File: src/rtl/core/mkt_pkg.sv
`default_nettype none
package mkt_pkg;

    localparam int CAPACITY    = 16;
    localparam int ENTRY_BYTES = 8;
    localparam int SLOT_W      = $clog2(CAPACITY);
    localparam int CNT_W       = $clog2(CAPACITY + 1);
    localparam int DATA_W      = 64;
    localparam int LEN_W       = 4;
    localparam int CAP_REG_W   = 5;
    localparam int KIND_W      = 3;
    localparam int STAT_W      = 2;

    localparam logic [KIND_W-1:0] KIND_ADD    = 3'd0;
    localparam logic [KIND_W-1:0] KIND_FIND   = 3'd1;
    localparam logic [KIND_W-1:0] KIND_GET    = 3'd2;
    localparam logic [KIND_W-1:0] KIND_QUERY  = 3'd3;
    localparam logic [KIND_W-1:0] KIND_DELETE = 3'd4;

    localparam logic [STAT_W-1:0] ST_OK        = 2'd0;
    localparam logic [STAT_W-1:0] ST_MISS      = 2'd1;
    localparam logic [STAT_W-1:0] ST_SMALL_BUF = 2'd2;
    localparam logic [STAT_W-1:0] ST_BAD_POS   = 2'd3;

    typedef struct packed {
        logic [KIND_W-1:0] kind;
        logic [DATA_W-1:0] entry_data;
        logic [LEN_W-1:0]  entry_length;
        logic [SLOT_W-1:0] position;
    } t_item;

    typedef struct packed {
        logic [STAT_W-1:0] status;
        logic [SLOT_W-1:0] slot;
        logic [SLOT_W-1:0] found_position;
        logic [DATA_W-1:0] out_data;
        logic [LEN_W-1:0]  out_length;
    } t_result;

    typedef struct packed {
        logic load;
        logic scan;
        logic rd_pos;
        logic act;
    } t_ctl_cmd;

    typedef struct packed {
        logic scan_done;
    } t_ctl_stat;

    function automatic logic [DATA_W-1:0] byte_mask(input logic [LEN_W-1:0] len);
        logic [DATA_W-1:0] m;
        m = '0;
        for (int b = 0; b < DATA_W / 8; b++) begin
            if (LEN_W'(b) < len) begin
                m[b*8 +: 8] = 8'hFF;
            end
        end
        return m;
    endfunction

endpackage
`default_nettype wire

File: src/rtl/core/mru_keyed_table.sv
// add and find walk the list one position a cycle until a match or the end
// of the used list; then the act state registers the result and the strobe
// get, query and delete read the position before act, unknown kinds go to act
// one item at a time; the next start is taken in the cycle of the strobe
// synchronous reset empties the list, frees all slots and sets capacity to 16
`default_nettype none
module mru_keyed_table (
    input  wire logic                          i_clk,
    input  wire logic                          i_rst_n,
    input  wire logic                          start,
    output logic                               busy,
    input  wire mkt_pkg::t_item                i_item,
    input  wire logic                          i_cfg_we,
    input  wire logic [mkt_pkg::CAP_REG_W-1:0] i_cfg_wdata,
    output logic                               o_strobe,
    output mkt_pkg::t_result                   o_result
);
    import mkt_pkg::*;

    t_ctl_cmd  cmd;
    t_ctl_stat stat;

    mkt_ctrl u_ctrl (
        .i_clk   (i_clk),
        .i_rst_n (i_rst_n),
        .i_start (start),
        .i_kind  (i_item.kind),
        .i_stat  (stat),
        .o_cmd   (cmd),
        .o_busy  (busy)
    );

    mkt_dpath u_dpath (
        .i_clk       (i_clk),
        .i_rst_n     (i_rst_n),
        .i_cmd       (cmd),
        .o_stat      (stat),
        .i_item      (i_item),
        .i_cfg_we    (i_cfg_we),
        .i_cfg_wdata (i_cfg_wdata),
        .o_strobe    (o_strobe),
        .o_result    (o_result)
    );

endmodule
`default_nettype wire

File: src/rtl/core/mkt_ctrl.sv
`default_nettype none
module mkt_ctrl (
    input  wire logic                      i_clk,
    input  wire logic                      i_rst_n,
    input  wire logic                      i_start,
    input  wire logic [mkt_pkg::KIND_W-1:0] i_kind,
    input  wire mkt_pkg::t_ctl_stat        i_stat,
    output mkt_pkg::t_ctl_cmd              o_cmd,
    output logic                           o_busy
);
    import mkt_pkg::*;

    localparam logic [1:0] S_IDLE = 2'd0;
    localparam logic [1:0] S_SCAN = 2'd1;
    localparam logic [1:0] S_READ = 2'd2;
    localparam logic [1:0] S_ACT  = 2'd3;

    logic [1:0] r_state;
    logic [1:0] n_state;

    always_comb begin
        n_state = r_state;
        o_cmd   = '0;
        unique case (r_state)
            S_IDLE: begin
                if (i_start) begin
                    o_cmd.load = 1'b1;
                    case (i_kind) inside
                        KIND_ADD, KIND_FIND:                n_state = S_SCAN;
                        KIND_GET, KIND_QUERY, KIND_DELETE:  n_state = S_READ;
                        default:                            n_state = S_ACT;
                    endcase
                end
            end
            S_SCAN: begin
                o_cmd.scan = 1'b1;
                if (i_stat.scan_done) begin
                    n_state = S_ACT;
                end
            end
            S_READ: begin
                o_cmd.rd_pos = 1'b1;
                n_state      = S_ACT;
            end
            S_ACT: begin
                o_cmd.act = 1'b1;
                n_state   = S_IDLE;
            end
            default: begin
                n_state = S_IDLE;
            end
        endcase
    end

    always_ff @(posedge i_clk) begin
        if (!i_rst_n) begin
            r_state <= S_IDLE;
        end else begin
            r_state <= n_state;
        end
    end

    assign o_busy = (r_state != S_IDLE);

endmodule
`default_nettype wire

File: src/rtl/core/mkt_dpath.sv
`default_nettype none
module mkt_dpath (
    input  wire logic                         i_clk,
    input  wire logic                         i_rst_n,
    input  wire mkt_pkg::t_ctl_cmd            i_cmd,
    output mkt_pkg::t_ctl_stat                o_stat,
    input  wire mkt_pkg::t_item               i_item,
    input  wire logic                         i_cfg_we,
    input  wire logic [mkt_pkg::CAP_REG_W-1:0] i_cfg_wdata,
    output logic                              o_strobe,
    output mkt_pkg::t_result                  o_result
);
    import mkt_pkg::*;

    // configuration and stored list
    logic [CAP_REG_W-1:0] r_cap;
    logic [SLOT_W-1:0]    r_order [CAPACITY];
    logic [SLOT_W-1:0]    n_order [CAPACITY];
    logic [CNT_W-1:0]     r_used;
    logic [CNT_W-1:0]     n_used;
    logic [CAPACITY-1:0]  r_taken;
    logic [CAPACITY-1:0]  n_taken;

    // entry storage
    logic [DATA_W-1:0] mem_bytes [CAPACITY];
    logic [LEN_W-1:0]  mem_len   [CAPACITY];
    logic [DATA_W-1:0] r_rd_bytes;
    logic [LEN_W-1:0]  r_rd_len;
    logic              mem_we;
    logic [SLOT_W-1:0] mem_wa;

    // latched item
    logic [KIND_W-1:0] r_kind;
    logic [DATA_W-1:0] r_data;
    logic [LEN_W-1:0]  r_len;
    logic [SLOT_W-1:0] r_pos;
    logic [LEN_W-1:0]  ld_len;

    // scan pipeline
    logic [CNT_W-1:0]  r_scan_p;
    logic              r_cmp_v;
    logic [SLOT_W-1:0] r_cmp_p;
    logic [SLOT_W-1:0] r_sel_s;
    logic              r_pos_ok;
    logic              r_hit;
    logic [SLOT_W-1:0] r_hit_p;
    logic [SLOT_W-1:0] r_hit_s;
    logic              match;
    logic              issue_v;

    logic [CNT_W-1:0]  eff_cap;
    logic [CNT_W-1:0]  used_m1;
    logic [SLOT_W-1:0] order_ra;
    logic [SLOT_W-1:0] order_rd;
    logic              slot_ok;

    logic              free_found;
    logic [SLOT_W-1:0] free_s;

    logic              front_en;
    logic [CNT_W-1:0]  front_p;
    logic [SLOT_W-1:0] front_s;
    logic              back_en;

    t_result           n_res;
    t_result           r_res;
    logic              r_strobe;

    assign eff_cap = (r_cap > CAP_REG_W'(CAPACITY)) ? CNT_W'(CAPACITY) : CNT_W'(r_cap);
    assign used_m1 = r_used - CNT_W'(1);

    always_comb begin
        if (i_cmd.scan) begin
            order_ra = r_scan_p[SLOT_W-1:0];
        end else if (i_cmd.rd_pos) begin
            order_ra = r_pos;
        end else begin
            order_ra = used_m1[SLOT_W-1:0];
        end
    end

    assign order_rd = r_order[order_ra];
    assign slot_ok  = (CNT_W'(order_rd) < eff_cap);
    assign issue_v  = (r_scan_p < r_used) && slot_ok;
    assign match    = r_cmp_v && (r_rd_len == r_len) && (r_rd_bytes == r_data);
    assign o_stat.scan_done = match || (r_scan_p >= r_used);

    always_comb begin
        if (((i_item.kind == KIND_ADD) || (i_item.kind == KIND_FIND))
            && (i_item.entry_length > LEN_W'(ENTRY_BYTES))) begin
            ld_len = LEN_W'(ENTRY_BYTES);
        end else begin
            ld_len = i_item.entry_length;
        end
    end

    // lowest free slot below the effective capacity
    always_comb begin
        free_found = 1'b0;
        free_s     = '0;
        for (int i = CAPACITY - 1; i >= 0; i--) begin
            if (!r_taken[i] && (CNT_W'(i) < eff_cap)) begin
                free_found = 1'b1;
                free_s     = SLOT_W'(i);
            end
        end
    end

    always_comb begin
        n_res    = '0;
        front_en = 1'b0;
        front_p  = '0;
        front_s  = '0;
        back_en  = 1'b0;
        mem_we   = 1'b0;
        mem_wa   = '0;
        n_used   = r_used;
        n_taken  = r_taken;
        if (i_cmd.act) begin
            case (r_kind)
                KIND_ADD: begin
                    if (r_hit) begin
                        front_en   = 1'b1;
                        front_p    = CNT_W'(r_hit_p);
                        front_s    = r_hit_s;
                        n_res.slot = r_hit_s;
                    end else if (free_found) begin
                        n_taken[free_s] = 1'b1;
                        front_en   = 1'b1;
                        front_p    = r_used;
                        front_s    = free_s;
                        n_used     = r_used + CNT_W'(1);
                        mem_we     = 1'b1;
                        mem_wa     = free_s;
                        n_res.slot = free_s;
                    end else if (r_used == '0) begin
                        n_res.status = ST_MISS;
                    end else begin
                        front_en   = 1'b1;
                        front_p    = used_m1;
                        front_s    = order_rd;
                        mem_we     = 1'b1;
                        mem_wa     = order_rd;
                        n_res.slot = order_rd;
                    end
                end
                KIND_FIND: begin
                    if (r_hit) begin
                        n_res.found_position = r_hit_p;
                    end else begin
                        n_res.status = ST_MISS;
                    end
                end
                KIND_GET, KIND_QUERY, KIND_DELETE: begin
                    if (!r_pos_ok) begin
                        n_res.status = ST_BAD_POS;
                    end else begin
                        n_res.slot = r_sel_s;
                        if (r_kind == KIND_GET) begin
                            n_res.out_length = r_rd_len;
                            if (r_len < r_rd_len) begin
                                n_res.status = ST_SMALL_BUF;
                            end else begin
                                n_res.out_data = r_rd_bytes;
                            end
                        end else if (r_kind == KIND_QUERY) begin
                            n_res.out_length = r_rd_len;
                        end else begin
                            back_en          = 1'b1;
                            n_used           = used_m1;
                            n_taken[r_sel_s] = 1'b0;
                        end
                    end
                end
                default: begin
                    n_res.status = ST_MISS;
                end
            endcase
        end
    end

    always_comb begin
        n_order = r_order;
        if (front_en) begin
            n_order[0] = front_s;
            for (int i = 1; i < CAPACITY; i++) begin
                if (CNT_W'(i) <= front_p) begin
                    n_order[i] = r_order[i-1];
                end
            end
        end
        if (back_en) begin
            for (int i = 0; i < CAPACITY - 1; i++) begin
                if ((CNT_W'(i) >= CNT_W'(r_pos)) && (CNT_W'(i + 1) < r_used)) begin
                    n_order[i] = r_order[i+1];
                end
            end
        end
    end

    always_ff @(posedge i_clk) begin
        r_order <= n_order;
    end

    always_ff @(posedge i_clk) begin
        if (mem_we) begin
            mem_bytes[mem_wa] <= r_data;
            mem_len[mem_wa]   <= r_len;
        end
        r_rd_bytes <= mem_bytes[order_rd];
        r_rd_len   <= mem_len[order_rd];
    end

    always_ff @(posedge i_clk) begin
        if (i_cmd.load) begin
            r_kind <= i_item.kind;
            r_data <= i_item.entry_data & byte_mask(ld_len);
            r_len  <= ld_len;
            r_pos  <= i_item.position;
        end
        if (i_cmd.scan) begin
            r_cmp_p <= r_scan_p[SLOT_W-1:0];
            r_sel_s <= order_rd;
            if (o_stat.scan_done) begin
                r_hit_p <= r_cmp_p;
                r_hit_s <= r_sel_s;
            end
        end
        if (i_cmd.rd_pos) begin
            r_sel_s  <= order_rd;
            r_pos_ok <= (CNT_W'(r_pos) < r_used) && slot_ok;
        end
        if (i_cmd.act) begin
            r_res <= n_res;
        end
    end

    always_ff @(posedge i_clk) begin
        if (!i_rst_n) begin
            r_cap    <= CAP_REG_W'(CAPACITY);
            r_used   <= '0;
            r_taken  <= '0;
            r_scan_p <= '0;
            r_cmp_v  <= 1'b0;
            r_hit    <= 1'b0;
            r_strobe <= 1'b0;
        end else begin
            if (i_cfg_we) begin
                r_cap <= i_cfg_wdata;
            end
            r_used   <= n_used;
            r_taken  <= n_taken;
            r_strobe <= i_cmd.act;
            if (i_cmd.load) begin
                r_scan_p <= '0;
                r_cmp_v  <= 1'b0;
                r_hit    <= 1'b0;
            end else if (i_cmd.scan) begin
                r_cmp_v <= issue_v;
                if (r_scan_p < r_used) begin
                    r_scan_p <= r_scan_p + CNT_W'(1);
                end
                if (o_stat.scan_done) begin
                    r_hit <= match;
                end
            end
        end
    end

    assign o_strobe = r_strobe;
    assign o_result = r_res;

endmodule
`default_nettype wire

File: config.mk
export PLATFORM = sky130hd
export DESIGN_NAME = mru_keyed_table
export DESIGN_NICKNAME = d
export VERILOG_FILES = /design/src/rtl/core/mkt_pkg.sv /design/src/rtl/core/mru_keyed_table.sv /design/src/rtl/core/mkt_ctrl.sv /design/src/rtl/core/mkt_dpath.sv
export SDC_FILE = /design/constraint.sdc
export NUM_CORES = 2
export LEC_CHECK = 0
export ABC_AREA = 1
export BUFFER_PORTS_ARGS = -buffer_cell sky130_fd_sc_hd__buf_2
export CAP_MARGIN = 15
export CORE_ASPECT_RATIO = 1.1
export CORE_MARGIN = 5
export CORE_UTILIZATION = 30
export CTS_CLUSTER_SIZE = 8
export DETAILED_ROUTE_END_ITERATION = 7
export PLACE_DENSITY = 0.56
export SLEW_MARGIN = 0
export SYNTH_ARGS = -nofsm -noshare
export SYNTH_HDL_FRONTEND = slang
export SYNTH_SLANG_ARGS = --single-unit
export TNS_END_PERCENT = 100
File: constraint.sdc
create_clock -name i_clk -period 15.55 [get_ports i_clk]
set_input_delay 0.7775 -clock i_clk [delete_from_list [all_inputs] [get_ports i_clk]]
set_output_delay 0.7775 -clock i_clk [all_outputs]
set_load 0.1 [all_outputs]
==> impl_metrics.json <==
{
  "status": "finished, final reports clean",
  "path_cells": "inv_1, ha_1, inv_2, nand3_1, nand2_1, inv_1, o21ai_0, o211ai_1, nand3_1, nand2_4, buf_4, inv_4, o21ai_1, nand2_1, nor2_1, nand2_1, nor2_4, buf_4, buf_4",
  "cpPeakStageDelay_ps": 750,
  "post_cts_resized": 0,
  "required_ps": 15970,
  "r2r_end": "u_dpath.mem_bytes[12][44]",
  "place.port_buffers": 163,
  "powerDensity_mw_per_mm2": 222,
  "yosysSeqAreaShare_pct": 71.0,
  "cp.arrival_ps": 6880,
  "placed_cell_area_sq_mm": 0.0616,
  "dieWidth_um": 429,
  "yosysTopAreaCellShare_pct": 65.4,
  "overflow": 0,
  "crit_type": "reg2reg",
  "rows": 169,
  "power_frac_seq_pct": 31.9,
  "synth_area_sq_mm": 0.0580,
  "cts_made_buffers": 197,
  "start_util_pct": 30.1,
  "pin_count": 164,
  "tns_ps": 0,
  "post_cts_buffers": 0,
  "max-slew-margin-rel_pct": 21.8,
  "worst_setup_path_start_kind": "flop",
  "first_iter_violations": 3990,
  "synth_edf_count": 1262,
  "peakVddDrop_mv": 0.380,
  "wl_um": 177000,
  "syn_avg_cell_area_sq_um": 12.5,
  "vias_per_cell": 5.06,
  "power.total_mw": 15.0,
  "yosys_most_used_dff": "edfxtp_1",
  "globalplace.congestion": 0.859,
  "synthCells": 4654,
  "clock-sinks": 1426,
  "maxCapViolCount": 0,
  "drc": 0,
  "setup_viol": 0,
  "syn_to_final_growth_pct": 16.3,
  "layout_commonest_cell": "edfxtp_1",
  "synthArstFlopShare_pct": 0,
  "dp_slack_ps": 9100,
  "syn_nets": 4763,
  "antenna_found_initial": 5,
  "p_leak_nw": 22.9,
  "layout_min_cycle_time_ps": 6460,
  "dp_hpwl_um": 98300,
  "yosysWarnings": 0,
  "worstMarginPinSlew_ps": 1160,
  "finalNetCount": 4925,
  "critPathTopFamily": "buffers and inverters",
  "path_clk_slew_ps": 50,
  "worstRegToRegCells": 19,
  "drive_above_1_share_pct": 16.0,
  "synth-seq-cells": 1426,
  "worstHoldStart": "i_item[64]",
  "firstDrtPassIters": 6,
  "p_clk_share_pct": 26.8,
  "cts_tree": "done",
  "htree_num_levels": 4,
  "fin_area_sq_mm": 0.0674,
  "p_comb_share_pct": 41.3,
  "hold_depth": 3,
  "die_h_um": 471,
  "synthTopCellsByArea": "edfxtp_1, o211ai_1, dfxtp_1",
  "grt_pass1_vias": 36900,
  "p_sw_share_pct": 41.9,
  "worst-path-buf-inv": 7,
  "setup_slack_ps": 9090,
  "yosysTopAreaCell": "edfxtp_1",
  "cp_num_cells": 19,
  "fin_crit_sh_pct": 41.5,
  "gr-usage-all-layers_pct": 16.9,
  "clk_path_buf_depth": 3,
  "clkLatencyLatePin_ps": 840,
  "crit_fanout": 35,
  "design.core.area_sq_mm": 0.193,
  "grt_max_degree": 191,
  "grt_pass1_wl_um": 256000,
  "min_to": "u_dpath.r_data[56]",
  "end_kind": "flop",
  "root_buffer": "clkbuf_16",
  "dieArea_sq_mm": 0.202,
  "finish.utilization_pct": 35.0,
  "cts_hold_buf": 0,
  "reg2reg_from": "u_ctrl.r_state[1]",
  "p_switching_mw": 6.28,
  "final_cell_mix": "edfxtp_1, o211ai_1, nor2_1",
  "slowest_stage": "buf_4",
  "ff2ff_setup_slack_ps": 9090,
  "synthDistinctLibCells": 51,
  "finalMaxSlewViolations": 0,
  "min_path_type": "in2reg",
  "power.internal_mw": 8.70,
  "fmax_mhz": 155,
  "routed-via-count": 38100,
  "wl_per_cell_um": 23.5,
  "route.antenna.remaining_nets": 0,
  "clock_skew_ps": 106,
  "hold_viol": 0,
  "rsz0062_at_grt": "no"
}
==> state kept, by name, indices dropped and copies added, names as in the netlist, 2 cells and up <==
signal / count
u_dpath.r_rd_bytes: 64
u_dpath.mem_len: 64
u_dpath.r_cmp_p: 4
u_dpath.r_kind: 3
u_dpath.r_hit_s: 4
u_dpath.r_used: 5
u_dpath.r_scan_p: 5
u_dpath.r_pos: 4
u_dpath.r_cap: 5
u_dpath.o_result: 78
u_dpath.mem_bytes: 1024
u_dpath.r_data: 64
u_dpath.r_len: 4
u_dpath.r_sel_s: 4
u_ctrl.r_state: 2
u_dpath.r_order: 64
u_dpath.r_hit_p: 4
u_dpath.r_taken: 16
u_dpath.r_rd_len: 4
==> cell usage after synthesis (3+ instances only) <==
| cell type | instances |
|---|---|
| edfxtp_1 | 1262 |
| o2111ai_1 | 4 |
| nand4_1 | 9 |
| o21ai_0 | 363 |
| o221ai_1 | 3 |
| nor2_4 | 3 |
| o21ai_1 | 16 |
| o211ai_1 | 573 |
| buf_2 | 63 |
| xnor2_1 | 7 |
| nand3_1 | 250 |
| clkbuf_1 | 162 |
| ha_1 | 25 |
| nand3b_1 | 4 |
| o21bai_1 | 3 |
| nor2_2 | 7 |
| dfxtp_1 | 164 |
| nand2_2 | 11 |
| nor4_1 | 5 |
| inv_1 | 306 |
| o22ai_1 | 23 |
| nor3_1 | 14 |
| buf_4 | 4 |
| nor2_1 | 528 |
| buf_6 | 4 |
| xor2_1 | 16 |
| a21oi_1 | 74 |
| o21ai_2 | 6 |
| inv_2 | 13 |
| nand2_1 | 365 |
| a31oi_1 | 25 |
| a221oi_1 | 7 |
| buf_1 | 29 |
| a211oi_1 | 5 |
| or2_2 | 280 |
==> power groups by stage <==
| stage | sequential, mW | combinational (mW) | clock (mW) |
|---|---|---|---|
| after floorplan | 4.84 | 4.19 | 0 |
| after global placement | 4.84 | 6.14 | 0 |
| after detailed placement | 4.84 | 6.19 | 0 |
| after CTS | 4.77 | 6.21 | 4.09 |
| after global routing | 4.80 | 6.76 | 4.27 |
| final | 4.77 | 6.19 | 4.01 |
==> worst max-delay path by stage <==
stage / start / to
2_1_floorplan: u_ctrl.r_state[0] / u_dpath.mem_bytes[0][0]
3_3_place_gp: u_ctrl.r_state[1] / u_dpath.mem_bytes[12][41]
3_5_place_dp: u_dpath.r_used[0] / u_dpath.mem_bytes[12][44]
4_1_cts: u_ctrl.r_state[1] / u_dpath.mem_bytes[12][47]
5_1_grt: u_ctrl.r_state[1] / u_dpath.mem_bytes[13][61]
6_report: u_ctrl.r_state[1] / u_dpath.mem_bytes[12][44]
==> final cells by class <==
type                    instances  area, sq um
repair buffers                225         1320
inverters                     320         1230
flip-flops and latches       1426        41200
well taps                    2565         3210
clock buffers                 321         5430
diodes                          1         2.50
fillers                     18600       125000
clock inverters                16          383
multi-input cells            2646        14700
==> kinds of logic (layout without fill, tap and decap cells) <==
group | count (synthesis) | in the layout | synth area share (%)
buffers and inverters | 582 | 882 | 3.98
other | 0 | 1 | 0
xor gates and xnor gates | 23 | 23 | 0.347
AOI/OAI and AO/OA | 1115 | 1115 | 12.5
adders and majority gates | 25 | 25 | 0.540
DFF | 1426 | 1426 | 71.0
and+or+nand+nor | 1483 | 1483 | 11.6
==> worst reg2reg max path, stage by stage (launching register included) <==
cell      delay [ps]
dfxtp_1          360
inv_1            130
ha_1             510
inv_2            140
nand3_1          110
nand2_1          250
inv_1            570
o21ai_0          180
o211ai_1         190
nand3_1          140
nand2_4           70
buf_4            530
inv_4            400
o21ai_1          340
nand2_1          150
nor2_1           170
nand2_1          270
nor2_4           170
buf_4            640
buf_4            760
==> routing by layer <==
| layer | track usage (%) | vias up | wire, um | share of wire, % |
|---|---|---|---|---|
| li1 | - | 17300 | - | - |
| met1 | 23.1 | 19100 | 76300 | 43 |
| met2 | 27.4 | 1432 | 83700 | 47 |
| met3 | 3.07 | 239 | 12100 | 6.8 |
| met4 | 5.23 | 0 | 4930 | 2.8 |
| met5 | 0 | - | 0 | 0 |
==> stage by stage <==
| stage | hold WS (ps) | std cells |
|---|---|---|
| 2_1_floorplan | 400 | 4654 |
| 3_3_place_gp | 425 | 7182 |
| 3_5_place_dp | 437 | 7182 |
| 4_1_cts | 157 | 7519 |
| 5_1_grt | 189 | 7520 |
| 6_report | 213 | 7520 |
No activity file was read; power rests on OpenSTA's default activity.
